### src/hw/rtl/hgrp_pkg.sv
// Shared types, codes and literals of the HTTP GET request line parser.
package hgrp_pkg;

   localparam int MAX_PATH_DEFAULT = 256;

   localparam int BYTE_W     = 8;
   localparam int STATUS_W   = 2;
   localparam int KIND_W     = 2;
   localparam int PATH_LEN_W = 9;
   localparam int LIT_IDX_W  = 3;
   localparam int WINDOW_W   = 40;
   localparam int ROOT_W     = 8;
   localparam int CSR_DATA_W = 32;
   localparam int CSR_ADDR_W = 3;

   // register index, taken from the word address
   localparam logic CSR_ROOT_PREFIX_LEN = 1'b0;

   localparam logic [BYTE_W-1:0] CHAR_SPACE = 8'h20;

   localparam logic [39:0] SUFFIX_HTML = 40'h2E68746D6C;
   localparam logic [31:0] SUFFIX_CSS  = 32'h2E637373;
   localparam logic [23:0] SUFFIX_JS   = 24'h2E6A73;
   localparam int HTML_LEN = 5;
   localparam int CSS_LEN  = 4;
   localparam int JS_LEN   = 3;

   localparam logic [LIT_IDX_W-1:0] METHOD_LAST_IDX  = 3'd3;
   localparam logic [LIT_IDX_W-1:0] VERSION_FIRST_IDX = 3'd1;
   localparam logic [LIT_IDX_W-1:0] VERSION_LAST_IDX = 3'd6;

   typedef enum logic [2:0] {
      PH_METHOD,
      PH_PATH,
      PH_VERSION,
      PH_DONE,
      PH_FAIL
   } phase_type;

   typedef enum logic [STATUS_W-1:0] {
      ST_OK,
      ST_NOT_GET,
      ST_BAD_PATH,
      ST_NOT_HTTP
   } status_type;

   typedef enum logic [KIND_W-1:0] {
      KIND_HTML,
      KIND_JS,
      KIND_CSS,
      KIND_BIN
   } kind_type;

   typedef struct packed {
      status_type              status;
      kind_type                content_kind;
      logic [PATH_LEN_W-1:0]   path_length;
   } result_type;

   // "GET "
   function automatic logic [BYTE_W-1:0] method_char(input logic [LIT_IDX_W-1:0] idx);
      logic [BYTE_W-1:0] c;
      case (idx)
         3'd0:    c = 8'h47;
         3'd1:    c = 8'h45;
         3'd2:    c = 8'h54;
         3'd3:    c = 8'h20;
         default: c = 8'h00;
      endcase
      return c;
   endfunction

   // " HTTP/1"
   function automatic logic [BYTE_W-1:0] version_char(input logic [LIT_IDX_W-1:0] idx);
      logic [BYTE_W-1:0] c;
      case (idx)
         3'd0:    c = 8'h20;
         3'd1:    c = 8'h48;
         3'd2:    c = 8'h54;
         3'd3:    c = 8'h54;
         3'd4:    c = 8'h50;
         3'd5:    c = 8'h2F;
         3'd6:    c = 8'h31;
         default: c = 8'h00;
      endcase
      return c;
   endfunction

endpackage

### src/hw/rtl/hgrp_if.sv
// Request and result channel interfaces of the request line parser.
interface hgrp_req_if;
   logic                       valid;
   logic                       ready;
   logic [hgrp_pkg::BYTE_W-1:0] data_byte;
   logic                       last;

   modport source (output valid, output data_byte, output last, input ready);
   modport sink (input valid, input data_byte, input last, output ready);
endinterface

interface hgrp_rsp_if;
   logic                           valid;
   logic                           ready;
   logic [hgrp_pkg::STATUS_W-1:0]   status;
   logic [hgrp_pkg::KIND_W-1:0]     content_kind;
   logic [hgrp_pkg::PATH_LEN_W-1:0] path_length;

   modport source (output valid, output status, output content_kind, output path_length,
                   input ready);
   modport sink (input valid, input status, input content_kind, input path_length,
                 output ready);
endinterface

### src/hw/rtl/hgrp_core.sv
// Byte-wise request line checker: phase, literal match, path count and suffix window.
module hgrp_core #(
   parameter int MAX_PATH = hgrp_pkg::MAX_PATH_DEFAULT
) (
   input  logic                              clock,
   input  logic                              reset,
   input  logic                              step,
   input  logic [hgrp_pkg::BYTE_W-1:0]       data_byte,
   input  logic                              last,
   input  logic [hgrp_pkg::ROOT_W-1:0]       root_prefix_len,
   output hgrp_pkg::result_type              result
);

   localparam int CNT_W = $clog2(MAX_PATH + 1);
   localparam int SUM_W = ((CNT_W > hgrp_pkg::ROOT_W) ? CNT_W : hgrp_pkg::ROOT_W) + 1;
   localparam int EXT_W = (CNT_W > hgrp_pkg::PATH_LEN_W) ? CNT_W : hgrp_pkg::PATH_LEN_W;

   hgrp_pkg::phase_type                phase_ff, phase_in;
   logic [hgrp_pkg::LIT_IDX_W-1:0]     lit_idx_ff, lit_idx_in;
   logic [CNT_W-1:0]                   count_ff, count_in;
   logic [hgrp_pkg::WINDOW_W-1:0]      window_ff, window_in;
   hgrp_pkg::status_type               verdict_ff, verdict_in;
   hgrp_pkg::kind_type                 kind_ff, kind_in;

   logic [SUM_W-1:0]                   count_x;
   logic [SUM_W-1:0]                   span;
   logic                               hit_html, hit_js, hit_css;
   hgrp_pkg::kind_type                 kind_pick;
   hgrp_pkg::status_type               end_status;
   logic [EXT_W-1:0]                   len_x;

   // suffix must fit inside the path and be shorter than root plus path
   assign count_x  = SUM_W'(count_ff);
   assign span     = count_x + SUM_W'(root_prefix_len);
   assign hit_html = (span > SUM_W'(hgrp_pkg::HTML_LEN)) &&
                     (count_x >= SUM_W'(hgrp_pkg::HTML_LEN)) &&
                     (window_ff == hgrp_pkg::SUFFIX_HTML);
   assign hit_js   = (span > SUM_W'(hgrp_pkg::JS_LEN)) &&
                     (count_x >= SUM_W'(hgrp_pkg::JS_LEN)) &&
                     (window_ff[23:0] == hgrp_pkg::SUFFIX_JS);
   assign hit_css  = (span > SUM_W'(hgrp_pkg::CSS_LEN)) &&
                     (count_x >= SUM_W'(hgrp_pkg::CSS_LEN)) &&
                     (window_ff[31:0] == hgrp_pkg::SUFFIX_CSS);

   always_comb begin
      if (hit_html) begin
         kind_pick = hgrp_pkg::KIND_HTML;
      end else if (hit_js) begin
         kind_pick = hgrp_pkg::KIND_JS;
      end else if (hit_css) begin
         kind_pick = hgrp_pkg::KIND_CSS;
      end else begin
         kind_pick = hgrp_pkg::KIND_BIN;
      end
   end

   always_comb begin
      phase_in   = phase_ff;
      lit_idx_in = lit_idx_ff;
      count_in   = count_ff;
      window_in  = window_ff;
      verdict_in = verdict_ff;
      kind_in    = kind_ff;
      case (phase_ff)
         hgrp_pkg::PH_METHOD: begin
            if (data_byte != hgrp_pkg::method_char(lit_idx_ff)) begin
               verdict_in = hgrp_pkg::ST_NOT_GET;
               phase_in   = hgrp_pkg::PH_FAIL;
            end else if (lit_idx_ff >= hgrp_pkg::METHOD_LAST_IDX) begin
               phase_in   = hgrp_pkg::PH_PATH;
               lit_idx_in = '0;
            end else begin
               lit_idx_in = lit_idx_ff + 1'b1;
            end
         end
         hgrp_pkg::PH_PATH: begin
            if (data_byte == hgrp_pkg::CHAR_SPACE) begin
               if (count_ff == '0) begin
                  verdict_in = hgrp_pkg::ST_BAD_PATH;
                  phase_in   = hgrp_pkg::PH_FAIL;
               end else begin
                  kind_in    = kind_pick;
                  phase_in   = hgrp_pkg::PH_VERSION;
                  lit_idx_in = hgrp_pkg::VERSION_FIRST_IDX;
               end
            end else if (count_ff >= CNT_W'(MAX_PATH)) begin
               count_in   = CNT_W'(MAX_PATH);
               verdict_in = hgrp_pkg::ST_BAD_PATH;
               phase_in   = hgrp_pkg::PH_FAIL;
            end else begin
               count_in  = count_ff + 1'b1;
               window_in = {window_ff[hgrp_pkg::WINDOW_W-hgrp_pkg::BYTE_W-1:0], data_byte};
            end
         end
         hgrp_pkg::PH_VERSION: begin
            if (data_byte != hgrp_pkg::version_char(lit_idx_ff)) begin
               verdict_in = hgrp_pkg::ST_NOT_HTTP;
               phase_in   = hgrp_pkg::PH_FAIL;
            end else if (lit_idx_ff >= hgrp_pkg::VERSION_LAST_IDX) begin
               phase_in   = hgrp_pkg::PH_DONE;
               verdict_in = hgrp_pkg::ST_OK;
            end else begin
               lit_idx_in = lit_idx_ff + 1'b1;
            end
         end
         default: begin
         end
      endcase
   end

   // status of a buffer that ends here, taken from the updated state
   always_comb begin
      case (phase_in)
         hgrp_pkg::PH_METHOD:  end_status = hgrp_pkg::ST_NOT_GET;
         hgrp_pkg::PH_PATH:    end_status = (count_in == '0) ? hgrp_pkg::ST_BAD_PATH
                                                            : hgrp_pkg::ST_NOT_HTTP;
         hgrp_pkg::PH_VERSION: end_status = hgrp_pkg::ST_NOT_HTTP;
         hgrp_pkg::PH_DONE:    end_status = hgrp_pkg::ST_OK;
         default:              end_status = verdict_in;
      endcase
   end

   assign len_x               = EXT_W'(count_in);
   assign result.status       = end_status;
   assign result.content_kind = (end_status == hgrp_pkg::ST_OK) ? kind_in : hgrp_pkg::KIND_HTML;
   assign result.path_length  = len_x[hgrp_pkg::PATH_LEN_W-1:0];

   always_ff @(posedge clock) begin
      if (reset) begin
         phase_ff   <= hgrp_pkg::PH_METHOD;
         lit_idx_ff <= '0;
         count_ff   <= '0;
         window_ff  <= '0;
         verdict_ff <= hgrp_pkg::ST_OK;
         kind_ff    <= hgrp_pkg::KIND_HTML;
      end else if (step) begin
         if (last) begin
            // start afresh for the next request
            phase_ff   <= hgrp_pkg::PH_METHOD;
            lit_idx_ff <= '0;
            count_ff   <= '0;
            window_ff  <= '0;
            verdict_ff <= hgrp_pkg::ST_OK;
            kind_ff    <= hgrp_pkg::KIND_HTML;
         end else begin
            phase_ff   <= phase_in;
            lit_idx_ff <= lit_idx_in;
            count_ff   <= count_in;
            window_ff  <= window_in;
            verdict_ff <= verdict_in;
            kind_ff    <= kind_in;
         end
      end
   end

endmodule

### src/hw/rtl/http_get_request_line_parser.sv
// A request byte is first captured in the input register; on a last byte, its result
// is then loaded from hgrp_core into the result register.
// Throughput: one byte per cycle, set by the single-pass byte step in hgrp_core.
// A stalled result register holds back a last byte, and the bytes after it wait in turn.
// Reset (synchronous, active high) empties both registers, returns the checker to the
// method phase and clears root_prefix_len to 0.
module http_get_request_line_parser #(
   parameter int MAX_PATH = hgrp_pkg::MAX_PATH_DEFAULT
) (
   input  logic                                 clock,
   input  logic                                 reset,
   hgrp_req_if.sink                             req,
   hgrp_rsp_if.source                           rsp,
   input  logic                                 psel,
   input  logic                                 penable,
   input  logic                                 pwrite,
   input  logic [hgrp_pkg::CSR_ADDR_W-1:0]      paddr,
   input  logic [hgrp_pkg::CSR_DATA_W-1:0]      pwdata,
   output logic [hgrp_pkg::CSR_DATA_W-1:0]      prdata,
   output logic                                 pready
);

   logic                              in_valid_ff;
   logic [hgrp_pkg::BYTE_W-1:0]       in_byte_ff;
   logic                              in_last_ff;
   logic                              advance;

   logic                              rsp_valid_ff;
   hgrp_pkg::result_type              rsp_ff;
   hgrp_pkg::result_type              core_result;

   logic [hgrp_pkg::ROOT_W-1:0]       root_len_ff;
   logic                              csr_hit;

   // a last byte waits until the result register is free or being emptied
   assign advance   = in_valid_ff && (!in_last_ff || !rsp_valid_ff || rsp.ready);
   assign req.ready = !in_valid_ff || advance;

   always_ff @(posedge clock) begin
      if (reset) begin
         in_valid_ff <= 1'b0;
      end else if (req.ready) begin
         in_valid_ff <= req.valid;
      end
   end

   always_ff @(posedge clock) begin
      if (req.ready && req.valid) begin
         in_byte_ff <= req.data_byte;
         in_last_ff <= req.last;
      end
   end

   hgrp_core #(
      .MAX_PATH (MAX_PATH)
   ) u_core (
      .clock           (clock),
      .reset           (reset),
      .step            (advance),
      .data_byte       (in_byte_ff),
      .last            (in_last_ff),
      .root_prefix_len (root_len_ff),
      .result          (core_result)
   );

   always_ff @(posedge clock) begin
      if (reset) begin
         rsp_valid_ff <= 1'b0;
      end else if (advance && in_last_ff) begin
         rsp_valid_ff <= 1'b1;
      end else if (rsp.ready) begin
         rsp_valid_ff <= 1'b0;
      end
   end

   always_ff @(posedge clock) begin
      if (advance && in_last_ff) begin
         rsp_ff <= core_result;
      end
   end

   assign rsp.valid        = rsp_valid_ff;
   assign rsp.status       = rsp_ff.status;
   assign rsp.content_kind = rsp_ff.content_kind;
   assign rsp.path_length  = rsp_ff.path_length;

   // register bank: one register at word address zero
   assign csr_hit = (paddr[hgrp_pkg::CSR_ADDR_W-1] == hgrp_pkg::CSR_ROOT_PREFIX_LEN);
   assign pready  = 1'b1;

   always_ff @(posedge clock) begin
      if (reset) begin
         root_len_ff <= '0;
      end else if (psel && penable && pwrite && pready && csr_hit) begin
         root_len_ff <= pwdata[hgrp_pkg::ROOT_W-1:0];
      end
   end

   assign prdata = csr_hit ? hgrp_pkg::CSR_DATA_W'(root_len_ff) : '0;

endmodule

### src/flat_wrapper.sv
// flat-port wrapper written by rule: the top's interface ports become plain ports
module http_get_request_line_parser_flat 
#(
   parameter int MAX_PATH = hgrp_pkg::MAX_PATH_DEFAULT
)
  (clock, reset, psel, penable, pwrite, paddr, pwdata, prdata, pready, req_valid, req_data_byte, req_last, req_ready, rsp_valid, rsp_status, rsp_content_kind, rsp_path_length, rsp_ready);
  hgrp_req_if req_i ();
  hgrp_rsp_if rsp_i ();
  input  logic clock;
  input  logic reset;
  input  logic psel;
  input  logic penable;
  input  logic pwrite;
  input  logic [hgrp_pkg::CSR_ADDR_W-1:0] paddr;
  input  logic [hgrp_pkg::CSR_DATA_W-1:0] pwdata;
  output logic [hgrp_pkg::CSR_DATA_W-1:0] prdata;
  output logic pready;
  input wire logic [$bits(req_i.valid)-1:0] req_valid;
  input wire logic [$bits(req_i.data_byte)-1:0] req_data_byte;
  input wire logic [$bits(req_i.last)-1:0] req_last;
  output wire logic [$bits(req_i.ready)-1:0] req_ready;
  output wire logic [$bits(rsp_i.valid)-1:0] rsp_valid;
  output wire logic [$bits(rsp_i.status)-1:0] rsp_status;
  output wire logic [$bits(rsp_i.content_kind)-1:0] rsp_content_kind;
  output wire logic [$bits(rsp_i.path_length)-1:0] rsp_path_length;
  input wire logic [$bits(rsp_i.ready)-1:0] rsp_ready;
  assign req_i.valid = req_valid;
  assign req_i.data_byte = req_data_byte;
  assign req_i.last = req_last;
  assign req_ready = req_i.ready;
  assign rsp_valid = rsp_i.valid;
  assign rsp_status = rsp_i.status;
  assign rsp_content_kind = rsp_i.content_kind;
  assign rsp_path_length = rsp_i.path_length;
  assign rsp_i.ready = rsp_ready;
  http_get_request_line_parser #(.MAX_PATH(MAX_PATH)) u_core (.clock(clock), .reset(reset), .req(req_i), .rsp(rsp_i), .psel(psel), .penable(penable), .pwrite(pwrite), .paddr(paddr), .pwdata(pwdata), .prdata(prdata), .pready(pready));
endmodule
### config.mk
export PLATFORM = sky130hd
export DESIGN_NAME = http_get_request_line_parser_flat
export DESIGN_NICKNAME = d
export VERILOG_FILES = /design/src/hw/rtl/hgrp_pkg.sv /design/src/hw/rtl/hgrp_if.sv /design/src/hw/rtl/hgrp_core.sv /design/src/hw/rtl/http_get_request_line_parser.sv /design/src/flat_wrapper.sv
export SDC_FILE = /design/constraint.sdc
export NUM_CORES = 1
export LEC_CHECK = 0
export BUFFER_PORTS_ARGS = -buffer_cell sky130_fd_sc_hd__buf_2
export CAP_MARGIN = 30
export CORE_ASPECT_RATIO = 1.75
export CORE_MARGIN = 4
export CORE_UTILIZATION = 50
export CTS_CLUSTER_SIZE = 8
export DETAILED_ROUTE_END_ITERATION = 7
export MAX_ROUTING_LAYER = met4
export PLACE_DENSITY = 0.85
export SYNTH_ARGS = -nofsm -noshare
export SYNTH_HDL_FRONTEND = slang
export SYNTH_SLANG_ARGS = --single-unit
### constraint.sdc
create_clock -name clock -period 2.9 [get_ports clock]
set_input_delay 0.29 -clock clock [delete_from_list [all_inputs] [get_ports clock]]
set_output_delay 0.29 -clock clock [all_outputs]
set_load 0.03 [all_outputs]
# After elaboration in Yosys (flattened, before gate mapping)

Cells that the tools add are included.

Bits in registers: 91
Input bits: 51
Output and inout port bits: 48
Logic and storage cells: 130

$add $sub $neg: 3
Magnitude comparators: 9
Eq/ne operators: 24
Muxes and demuxes: 49
Bitwise gates (word level): 1
Reductions and logical operators: 30

Operator list:

| operator               | number |
|---|---|
| $mux W40               | 4 |
| $mux W3                | 15 |
| $pmux W7 S6            | 1 |
| $eq A40 B38 Y1 const B | 1 |
| $mux W9                | 4 |
| $eq A32 B30 Y1 const B | 1 |
| $pmux W7 S4            | 1 |
| $mux W2                | 13 |
| $eq A24 B22 Y1 const B | 1 |
| $mux W8                | 3 |
| $gt A10 B3 Y1 const B  | 2 |
| $ge A9 B3 Y1 const B   | 2 |
| $logic_not A9 Y1       | 2 |
| $pmux W3 S3            | 2 |
| $ne A8 B8 Y1           | 2 |
| $eq A3 B2 Y1 const B   | 5 |
| $ne A3 B2 Y1 const B   | 5 |
| $logic_and A1 B1 Y1    | 12 |
| $add A9 B8 Y10         | 1 |
| $gt A10 B2 Y1 const B  | 1 |
| $add A9 B1 Y9 const B  | 1 |
| $eq A3 B1 Y1 const B   | 3 |
| $eq A3 B3 Y1 const B   | 3 |
| $ge A9 B2 Y1 const B   | 1 |
| 19 further kinds       | 30 |

# Depth between registers and ports, before layout

Gate-level depths: netlist (run 1).

Depth after elaboration: 11
Depth in mapped cells: 10
Mapped depth without buffers: 10

# Hierarchy

From an unflattened synthesis (run 1), not the netlist that was laid out.

Cell total of the unflattened synthesis: 572
Area, all modules: 5,180.0 µm²

Modules (own cells, without submodules):

| module                       | times used | cells an instance | area each (µm²) | sequential area each (µm²) |
|---|---|---|---|---|
| hgrp_core                    | 1          | 468               | 3,792.4         | 1,181.1 |
| http_get_request_line_parser | 1          | 104               | 1,387.6         | 860.8 |

# Worst setup path before layout (run 1)

No wires, ideal clock.

Path kind: register to register
From: register u_core.u_core.lit_idx_ff[1] (netlist bit)
To: register u_core.rsp_ff (netlist bit u_core.rsp.content_kind[0]) (data pin)
Setup time: 0.167 ns
Data arrival time: 2.633 ns
Data required time: 2.733 ns
Path slack: 0.100 ns
Stages on the path, launching flop included: 11
Buffers on the path: 1
Period minus slack after synthesis: 2.800 ns
Cells stage by stage: dfxtp_1 -> inv_1 -> ha_1 -> buf_6 -> xor2_1 -> or4_4 -> a31oi_4 -> nand2_4 -> a221o_1 -> a211o_1 -> a221oi_2

Longest elaborated chain between the ends: 10
Elaborated cells between the ends (all ways): 31
Those cells by class: order compare: 2; eq/ne: 11; mux: 14; reduce/logical: 4

RTL lines:

| item                                 | RTL line                           | source |
|---|---|---|
| start: declaration                   | hgrp_core.sv:19                    | `logic [hgrp_pkg::LIT_IDX_W-1:0] lit_idx_ff, lit_idx_in;` |
| start signal: assignment             | hgrp_core.sv:147                   | `lit_idx_ff <= lit_idx_in;` |
| $eq A3 B2 Y1                         | hgrp_pkg.sv:63, hgrp_pkg.sv:76     |  |
| $reduce_or A2 Y1 (no line)           | n/a                                |  |
| $pmux W7 S6                          | hgrp_pkg.sv:76                     | `case (idx)` |
| $mux W8                              | hgrp_core.sv:64                    | `case (phase_ff)` |
| $ne A8 B8 Y1                         | hgrp_core.sv:96                    | `if (data_byte != hgrp_pkg::version_char(lit_idx_ff)) begin` |
| $mux W3                              | hgrp_core.sv:96                    |  |
| $pmux W3 S3                          | hgrp_core.sv:64                    |  |
| $eq A3 B2 Y1 (tied with other cells) | hgrp_core.sv:113                   | `case (phase_in)` |
| $pmux W2 S4 (*)                      | hgrp_core.sv:113                   |  |
| $logic_not A2 Y1 (*)                 | hgrp_core.sv:125                   | `assign result.content_kind = (end_status == hgrp_pkg::ST_OK) ? kind_in : hgrp_pkg::KIND_HTML;` |
| end signal: assignment               | http_get_request_line_parser.sv:78 | `rsp_ff <= core_result;` |
| end: declaration                     | http_get_request_line_parser.sv:29 | `hgrp_pkg::result_type rsp_ff;` |

Mark *: on every way between the ends. The rest lies on a longest branch, timed or not. The select of a mux whose other input is x is not followed.
A chain may end at the register's enable or synchronous reset.

# Worst setup path in the final report (run 1)

Ends and elaborated chain as after synthesis.

==> results of run 1 <==
==> routing by layer <==
metal  up-vias  GRT usage, %
met1      2207          23.0
met2       174          40.0
li1       2155             -
met5         -             -
met4         0          10.7
met3        35          3.33
==> layout by cell type (no fill, tap or decap), types with 7 or more instances in the layout <==
cell | netlist | routed
a22oi_1 | 50 | 50
buf_2 | 6 | 47
a21oi_1 | 26 | 26
a31oi_1 | 10 | 10
nor3_1 | 10 | 9
edfxtp_1 | 22 | 22
buf_4 | 25 | 27
conb_1 | 2 | 25
nor2_1 | 83 | 83
nand4_1 | 7 | 7
dfxtp_1 | 69 | 68
nand3_1 | 9 | 9
ha_1 | 16 | 15
clkbuf_16 | 0 | 11
nand2_1 | 37 | 37
nor2b_1 | 13 | 13
nand2b_1 | 7 | 7
inv_1 | 16 | 16
o21ai_0 | 13 | 13
nor4_1 | 10 | 10
==> cell families after synthesis <==
kind of cell               after synthesis
muxes                                    2
other                                    2
buffers and inverters                   74
xor gates and xnor gates                 7
and+or+nand+nor                        223
AOI/OAI and AO/OA                      154
DFF                                     91
adders and majority gates               17
==> cell type report <==
| class | count | area [um^2] |
|---|---|---|
| Clock buffer | 13 | 303 |
| Clock inverter | 3 | 22.5 |
| Fill cell | 848 | 4110 |
| Inverter | 17 | 63.8 |
| Multi-Input combinational cell | 428 | 2720 |
| Sequential cell | 91 | 2040 |
| Tap cell | 125 | 156 |
| Timing Repair Buffer | 74 | 438 |
==> report_power, final <==
group          leakage, nW  internal (W)  switching (W)
Sequential           0.779       0.00131      0.0000158
Combinational         1.26     0.0000467       0.000127
Clock                0.162      0.000736       0.000505
Total                 2.20       0.00209       0.000647
==> cells in the mapped netlist (all sizes together) (3+ instances only) <==
| library cell | n |
|---|---|
| a31oi | 11 |
| edfxtp | 22 |
| nand3b | 4 |
| and3 | 5 |
| or3 | 3 |
| and2 | 5 |
| nor3 | 11 |
| xnor2 | 4 |
| ha | 16 |
| a22oi | 50 |
| inv | 17 |
| a21o | 3 |
| nand4b | 4 |
| xor2 | 3 |
| o311ai | 3 |
| or4 | 4 |
| nor4 | 11 |
| o21ai | 16 |
| buf | 32 |
| a311o | 3 |
| clkbuf | 25 |
| nand2b | 7 |
| nor4b | 3 |
| and4 | 3 |
| o211ai | 4 |
| nand4 | 7 |
| a21oi | 27 |
| nand3 | 10 |
| nand2 | 38 |
| a21boi | 3 |
| o21a | 5 |
| a211oi | 5 |
| nor2 | 83 |
| a31o | 4 |
| or3b | 3 |
| nor2b | 13 |
| dfxtp | 69 |
==> final timing paths <==
| kind | slack (ns) | start | to |
|---|---|---|---|
| max | 0.15 | u_core.u_core.lit_idx_ff[1] | u_core.rsp.content_kind[0] |
| min | 0.11 | req_data_byte[7] | u_core.in_byte_ff[7] |
| min reg2reg | 0.47 | u_core.u_core.kind_ff[0] | u_core.u_core.kind_ff[0] |
| max reg2reg | 0.15 | u_core.u_core.lit_idx_ff[1] | u_core.rsp.content_kind[0] |
==> metrics by stage <==
stage	total power (W)	hold WS, ns	cell area [um^2]
CTS	0.00276	0.103	5730
finish	0.00274	0.113	5740
global placement	0.00152	0.435	5400
floorplan	0.00150	0.389	5120
detailed placement	0.00152	0.454	5400
global route	0.00282	0.109	5740
==> worst max-delay path, stage by stage (launching register included) <==
cell	delay, ns
dfxtp_1	0.34
inv_1	0.09
ha_1	0.24
or4_1	0.47
o311ai_1	0.12
and4_4	0.33
nand2_4	0.07
a221o_1	0.37
a211o_1	0.33
a221oi_2	0.23
==> flip-flops by register name, indices dropped and copies added, names as in the netlist, 2 cells and up <==
| signal | flops |
|---|---|
| u_core.u_core.window_ff | 40 |
| u_core.rsp.path_length | 9 |
| u_core.u_core.count_ff | 9 |
| u_core.in_byte_ff | 8 |
| u_core.root_len_ff | 8 |
| u_core.u_core.lit_idx_ff | 3 |
| u_core.u_core.phase_ff | 3 |
| u_core.rsp.content_kind | 2 |
| u_core.rsp.status | 2 |
| u_core.u_core.kind_ff | 2 |
| u_core.u_core.verdict_ff | 2 |
==> flow_metrics.py, run 1 <==
metrics = {
    "drt": {
        "viasPerCell": 6.09,
        "wl_per_cell_um": 17.0,
        "met2WireLength_mm": 6.90,
        "wl_mm": 12.7,
        "via_count": 4571,
        "drc": 0,
        "top_layer": "met4",
        "met3WireLength_um": 625,
        "drt_iter0_drc": 297,
        "postRouteAntennaNets": 0,
        "wl_met1_mm": 4.83,
        "drt_pre_antenna_iters": 5,
    },
    "synth": {
        "yosysWarnings": 0,
        "synth.area.top_cells": "dfxtp_1, edfxtp_1, a22oi_1, nor2_1, ha_1",
        "synth_compound_area_share_pct": 22.4,
        "synth_top_area_share_pct": 27.4,
        "syn-instance-count": 570,
        "synth_mux_area_share_pct": 0.397,
        "synth_area_leader_cell": "dfxtp_1",
        "syn_area_um2": 5040,
        "synth_cell_types": 80,
        "synth_top_family_by_area": "simple AND/OR/NAND/NOR gates",
        "synth-edff-count": 22,
        "synthAdderAreaFrac_pct": 4.37,
        "avgSynthCellArea_um2": 8.84,
        "synth_xor_area_share_pct": 1.22,
        "ys_ff_latch": 91,
        "yosys.area_share.simple_pct": 23.2,
        "synth-main-ff-cell": "dfxtp_1",
        "yosysSeqAreaShare_pct": 40.5,
        "async_flop_share_pct": 0,
    },
    "timing": {
        "tns_ns": 0,
        "fin_crit_sh_pct": 94.9,
        "slew_violations": 0,
        "fin_ws_ns": 0.147,
        "setup_viol": 0,
        "final-hold-violation-count": 0,
        "tightestPinTransition_ns": 0.929,
        "relSlewSlack_pct": 37.8,
        "post-route-min-period_ns": 2.75,
        "max_freq_mhz": 363,
        "finalClockSkew_ns": 0.00774,
        "rsz0062_at_grt": "no",
    },
    "die": {
        "start_util_pct": 51.1,
        "die_h_um": 141,
        "die_area_um2": 11800,
        "fp.dieW_um": 83.9,
        "rows": 48,
        "io_pins": 99,
        "core_area_um2": 9850,
    },
    "place": {
        "hpwl_mm": 9.14,
        "place_ws_ns": 0.0790,
        "placed_cells": 735,
        "gp_congestion": 0.945,
        "portBuffers": 47,
    },
    "pwr": {
        "powerDensity_nw_per_um2": 478,
        "vdd_drop_max_mv": 0.415,
        "p_leak_nw": 2.20,
    },
    "clock_network": {
        "path_clk_slew_ns": 0.06,
        "cts_made_buffers": 9,
        "clockBufferDepth": 2,
        "cts.sinks": 91,
        "ctsResizeCount": 0,
        "clkLatencyLatePin_ns": 0.35,
        "htree_levels": 3,
        "hold_buffers": 0,
        "cts_setup_buffers": 0,
        "cts_root_buffer": "clkbuf_16",
        "cts_tree": "yes",
    },
    "hold_path": {
        "hold_depth": 1,
        "hp-class": "in2reg",
    },
    "global_routing": {
        "grt_max_degree": 46,
        "antenna_found_initial": 0,
        "track_usage_pct": 22.0,
        "overflow": 0,
        "grt_pass1_vias": 4345,
        "grt_pass1_wl_mm": 20.8,
    },
    "setup_path": {
        "worstPathRequired_ns": 3.08,
        "cp_max_fo": 4,
        "start_kind": "flop",
        "critical_path_class": "reg2reg",
        "arrival_ns": 2.93,
        "worst-r2r-cell-count": 9,
        "worstSetupEndpointType": "flop",
    },
    "layout": {
        "fin_cells": 751,
        "fin_util_pct": 58.3,
        "num_antenna_cells": 0,
        "nets": 689,
        "drive_gt1_share_pct": 18.1,
        "syn2layout_area_growth_pct": 14.0,
    },
    "run_status": {
        "status": "finished, final reports clean",
    },
    "job": {
        "cap_violations": 0,
    },
}
Power figures use the tool's default switching activity.
==> run 2, diff against run 1 <==
CTS_CLUSTER_SIZE = not set   (was 8)
clock period = 2.26 ns   (was 2.9 ns; I/O delays follow)
==> flow_metrics.py, run 2 (synthesis gave the netlist of run 1 again) <==
metrics = {
    "pwr": {
        "p_leak_nw": 2.66,
        "switching_share_pct": 23.9,
        "seqPwrFrac_pct": 49.3,
        "total_power_w": 0.00345,
        "p_clk_share_pct": 42.6,
        "vdd_drop_max_mv": 0.448,
        "powerDensity_nw_per_um2": 520,
        "p_int_w": 0.00262,
        "p_switching_w": 0.000825,
        "pwr-share-comb_pct": 8.0,
    },
    "die": {
        "die_h_um": 141,
        "start_util_pct": 51.1,
        "rows": 48,
        "die_area_um2": 11800,
        "core_area_um2": 9850,
        "io_pins": 99,
        "fp.dieW_um": 83.9,
    },
    "global_routing": {
        "overflow": 0,
        "grt_pass1_vias": 5242,
        "grt_max_degree": 43,
        "antenna_found_initial": 0,
        "track_usage_pct": 25.6,
        "grt_pass1_wl_mm": 24.1,
    },
    "timing": {
        "fin_ws_ns": -0.338,
        "hold_slack_ns": 0.0552,
        "max_freq_mhz": 385,
        "relSlewSlack_pct": 35.5,
        "setup_viol": 13,
        "tightestPinTransition_ns": 0.964,
        "rsz0062_at_grt": "yes",
        "finalClockSkew_ns": 0.00748,
        "fin_crit_sh_pct": 115,
        "slew_violations": 0,
        "post-route-min-period_ns": 2.60,
        "final-hold-violation-count": 0,
    },
    "clock_network": {
        "cts_tree": "yes",
        "cts_made_buffers": 9,
        "clkLatencyLatePin_ns": 0.35,
        "htree_levels": 3,
        "path_clk_slew_ns": 0.06,
        "cts.sinks": 91,
        "clockBufferDepth": 2,
        "cts_root_buffer": "clkbuf_16",
        "hold_buffers": 0,
    },
    "layout": {
        "largest-register": "u_core.u_core.window_ff",
        "fin_cells": 826,
        "fin_util_pct": 67.3,
        "drive_gt1_share_pct": 31.8,
        "syn2layout_area_growth_pct": 31.5,
        "nets": 764,
        "num_antenna_cells": 0,
        "final_common_cell": "buf_4",
        "layout_common_cells": "buf_4, nor2_1, dfxtp_1, a22oi_1, buf_2",
        "largest_register_ffs": 40,
        "n_fill_cell": 711,
    },
    "drt": {
        "drc": 0,
        "drt_pre_antenna_iters": 6,
        "viasPerCell": 6.32,
        "wl_mm": 15.5,
        "via_count": 5219,
        "wl_per_cell_um": 18.7,
        "postRouteAntennaNets": 0,
        "drt_iter0_drc": 600,
    },
    "hold_path": {
        "hp-class": "in2reg",
        "min_from": "req_data_byte[7]",
        "hold_end": "u_core.in_byte_ff[7]",
        "hold_depth": 1,
    },
    "setup_path": {
        "worstPathRequired_ns": 2.42,
        "reg2reg_slack_ns": -0.34,
        "critical_path_class": "reg2reg",
        "worst-r2r-cell-count": 9,
        "reg2reg_from": "u_core.u_core.lit_idx_ff[1]",
        "arrival_ns": 2.76,
        "start_kind": "flop",
        "worstSetupEndpointType": "flop",
        "cp_max_fo": 4,
        "timing.rr.end": "u_core.rsp.content_kind[0]",
    },
    "run_status": {
        "status": "finished with violations",
        "failed_checks": "negative setup slack",
    },
    "place": {
        "hpwl_mm": 10.0,
        "placed_cells": 802,
        "gp_congestion": 0.995,
        "portBuffers": 47,
    },
    "job": {
        "cap_violations": 0,
    },
}
==> run 2: area by class of cell <==
cell class | count | area, um^2 | area share (%)
multi-input cells | 428 | 3010 | 45.4
flip-flops and latches | 91 | 2050 | 31.0
repair buffers | 149 | 1050 | 15.9
clock buffers | 11 | 233 | 3.51
well taps | 125 | 156 | 2.36
inverters | 17 | 68.8 | 1.04
clock inverters | 5 | 53.8 | 0.812
==> run 2: worst max-delay path by stage <==
stage          cells after the start                        start                         end  slack, ns
6_report                           9  u_core.u_core.lit_idx_ff[1]  u_core.rsp.content_kind[0]      -0.34
2_1_floorplan                     10  u_core.u_core.lit_idx_ff[1]  u_core.rsp.content_kind[0]      -0.32
4_1_cts                            9  u_core.u_core.lit_idx_ff[1]  u_core.rsp.content_kind[0]      -0.29
3_5_place_dp                      10        u_core.root_len_ff[0]  u_core.rsp.content_kind[0]      -0.58
5_1_grt                           11        u_core.root_len_ff[0]  u_core.rsp.content_kind[0]      -0.39
3_3_place_gp                      11        u_core.root_len_ff[0]    u_core.u_core.kind_ff[1]      -0.37
==> run 2: worst max-delay path, cell delays in order, from the launching register on <==
cell,delay (ns)
dfxtp_4,0.38
inv_6,0.04
ha_4,0.17
or4_4,0.49
o311ai_2,0.09
and4_4,0.30
nand2_4,0.07
a221o_1,0.33
a211o_1,0.27
a221oi_2,0.26
==> run 2: through the flow <==
stage          worst slack [ns]  cell area, um^2  TNS, ns
2_1_floorplan            -0.318             5160    -1.30
3_3_place_gp             -0.372             5990    -2.48
3_5_place_dp             -0.580             5990    -3.49
4_1_cts                  -0.285             6540    -1.79
5_1_grt                  -0.390             6630    -3.14
6_report                 -0.338             6630    -2.07
==> run 2: per-layer routing <==
metal | share of wire, % | track usage (%)
met3 | 6.5 | 3.57
met2 | 53 | 46.3
met4 | 6.5 | 16.9
met1 | 34 | 25.1
met5 | 0 | -
==> run 2: repair_timing <==
item / in CTS / in global routing
setup buffers: 8 / 2
setup endpoints to repair: 13 / 15
pin swaps: 23 / 17
resized for setup: 40 / 14
==> run 2: power by group through the flow <==
stage               registers [W]  logic, W  clock network [W]
floorplan                 0.00174  0.000187                  0
global placement          0.00173  0.000247                  0
detailed placement        0.00173  0.000252                  0
CTS                       0.00170  0.000266            0.00149
global route              0.00170  0.000294            0.00154
finish                    0.00170  0.000277            0.00147
==> run 3, diff against run 2 <==
CORE_ASPECT_RATIO = 0.5   (was 1.75)
==> flow_metrics.py, run 3 (synthesis gave the netlist of run 1 again) <==
metrics = {
    "pwr": {
        "powerDensity_nw_per_um2": 502,
        "p_int_w": 0.00257,
        "p_clk_share_pct": 41.3,
        "switching_share_pct": 24.0,
        "pwr-share-comb_pct": 8.6,
        "seqPwrFrac_pct": 50.1,
        "p_switching_w": 0.000810,
        "vdd_drop_max_mv": 0.507,
        "p_leak_nw": 2.68,
    },
    "global_routing": {
        "grt_pass1_wl_mm": 25.3,
        "antenna_found_initial": 0,
        "track_usage_pct": 27.7,
        "overflow": 0,
        "grt_pass1_vias": 5007,
        "grt_max_degree": 43,
    },
    "place": {
        "placed_cells": 815,
        "portBuffers": 47,
        "place_ws_ns": -0.589,
        "hpwl_mm": 9.65,
        "gp_congestion": 0.966,
    },
    "drt": {
        "wl_mm": 16.5,
        "drc": 0,
        "via_count": 5288,
        "drt_iter0_drc": 601,
        "postRouteAntennaNets": 0,
        "drt_pre_antenna_iters": 7,
        "wl_per_cell_um": 19.7,
        "viasPerCell": 6.31,
    },
    "setup_path": {
        "start_kind": "flop",
        "cp_cell_sequence": "ha_2 -> o21ai_0 -> o21a_2 -> nor4b_4 -> a311oi_2 -> buf_4 -> a2111oi_4 -> a21oi_2 -> a221oi_2",
        "slowest_delay_ns": 0.38,
        "worstPathRequired_ns": 2.43,
        "cp_top_family": "compound AO/OA/AOI/OAI gates",
        "arrival_ns": 2.78,
        "cp_max_fo": 4,
        "critical_path_class": "reg2reg",
        "crit_buf_inv": 1,
        "worstSetupEndpointType": "flop",
        "crit_path_top_delay_cell": "ha_2",
    },
    "layout": {
        "layout_common_cells": "buf_4, nor2_1, dfxtp_1, a22oi_1, buf_2",
        "final_common_cell": "buf_4",
        "fin_util_pct": 69.9,
        "largest_register_ffs": 40,
        "largest-register": "u_core.u_core.window_ff",
        "n_fill_cell": 648,
        "fin_cells": 838,
        "syn2layout_area_growth_pct": 33.6,
        "drive_gt1_share_pct": 34.1,
        "num_antenna_cells": 0,
        "nets": 767,
    },
    "die": {
        "die_h_um": 79.0,
        "core_area_um2": 9630,
        "rows": 25,
        "die_area_um2": 11800,
        "io_pins": 99,
        "fp.dieW_um": 150,
        "start_util_pct": 52.3,
    },
    "clock_network": {
        "cts_made_buffers": 9,
        "cts_root_buffer": "clkbuf_16",
        "clockBufferDepth": 2,
        "hold_buffers": 0,
        "cts.sinks": 91,
        "cts_tree": "yes",
        "htree_levels": 3,
        "clkLatencyLatePin_ns": 0.34,
        "path_clk_slew_ns": 0.07,
    },
    "timing": {
        "tightestPinTransition_ns": 0.795,
        "fin_ws_ns": -0.346,
        "finalClockSkew_ns": 0.00924,
        "setup_viol": 11,
        "slew_violations": 0,
        "max_freq_mhz": 384,
        "post-route-min-period_ns": 2.61,
        "fin_crit_sh_pct": 115,
        "rsz0062_at_grt": "yes",
        "relSlewSlack_pct": 47.0,
        "final-hold-violation-count": 0,
    },
    "run_status": {
        "failed_checks": "negative setup slack",
        "status": "finished with violations",
    },
    "hold_path": {
        "hp-class": "in2reg",
    },
    "job": {
        "cap_violations": 0,
    },
}
[run 3: cell count changes in the layout (fill, tap and decap cells not counted), sizes merged]
cell / previous run / this run
buf: 149 / 152
clkinv: 3 / 1
bufinv: 1 / 0
clkbuf: 11 / 13
[run 3: repair_timing]
| action | CTS | global route |
|---|---|---|
| pin swaps | 30 | 20 |
| gates cloned | 0 | 0 |
| setup endpoints to repair | 13 | 14 |
| buffers inserted | 3 | 5 |
| resized for setup | 56 | 27 |
[run 3: power groups by stage]
| stage | logic (W) | registers, W | clock network (W) |
|---|---|---|---|
| final | 0.000289 | 0.00169 | 0.00140 |
| after global routing | 0.000305 | 0.00169 | 0.00149 |
| after CTS | 0.000271 | 0.00169 | 0.00141 |
| after global placement | 0.000246 | 0.00173 | 0 |
| after detailed placement | 0.000250 | 0.00173 | 0 |
| after floorplan | 0.000187 | 0.00174 | 0 |
[run 3: final timing paths]
kind / slack [ns] / startpoint / end / depth (start not counted)
worst max-delay path: -0.35 / u_core.u_core.count_ff[2] / u_core.rsp.content_kind[0] / 9
worst min-delay path: 0.06 / req_last / u_core.in_last_ff / 1
worst max register to register: -0.35 / u_core.u_core.count_ff[2] / u_core.rsp.content_kind[0] / 9
worst min register to register: 0.48 / u_core.u_core.kind_ff[1] / u_core.u_core.kind_ff[1] / 1
[run 3: layer usage]
layer  up-vias  GRT usage (%)  share of wire (%)
met1      2429           32.8                 38
met5         -              -                  0
met2       431           44.3                 44
met4         0           13.7                6.5
li1       2309              -                  -
met3       119           7.01                 11
[run 3: cell type report]
type / count / area (um^2) / share of cell area, %
inverters: 17 / 71.3 / 1.06
clock inverters: 2 / 12.5 / 0.186
repair buffers: 152 / 1070 / 15.9
flip-flops and latches: 91 / 2060 / 30.6
well taps: 135 / 169 / 2.51
multi-input cells: 428 / 3090 / 45.9
clock buffers: 13 / 260 / 3.87
[run 3: worst register-to-register path: cells and delay by family, from the launching register on]
| kind | cells | cell delay, ns |
|---|---|---|
| and+or+nand+nor | 1 | 0.33 |
| adders and majority gates | 1 | 0.38 |
| buffers and inverters | 1 | 0.18 |
| DFF | 1 | 0.34 |
| AOI/OAI and AO/OA | 6 | 1.21 |
[run 3: stage by stage]
step | area, um^2 | power, W | hold WS (ns) | setup TNS (ns)
6_report | 6730 | 0.00338 | 0.0593 | -1.88
5_1_grt | 6730 | 0.00349 | 0.0497 | -2.73
4_1_cts | 6590 | 0.00338 | 0.0527 | -1.03
3_5_place_dp | 6000 | 0.00198 | 0.404 | -3.27
3_3_place_gp | 6000 | 0.00198 | 0.404 | -2.28
2_1_floorplan | 5160 | 0.00193 | 0.325 | -1.30
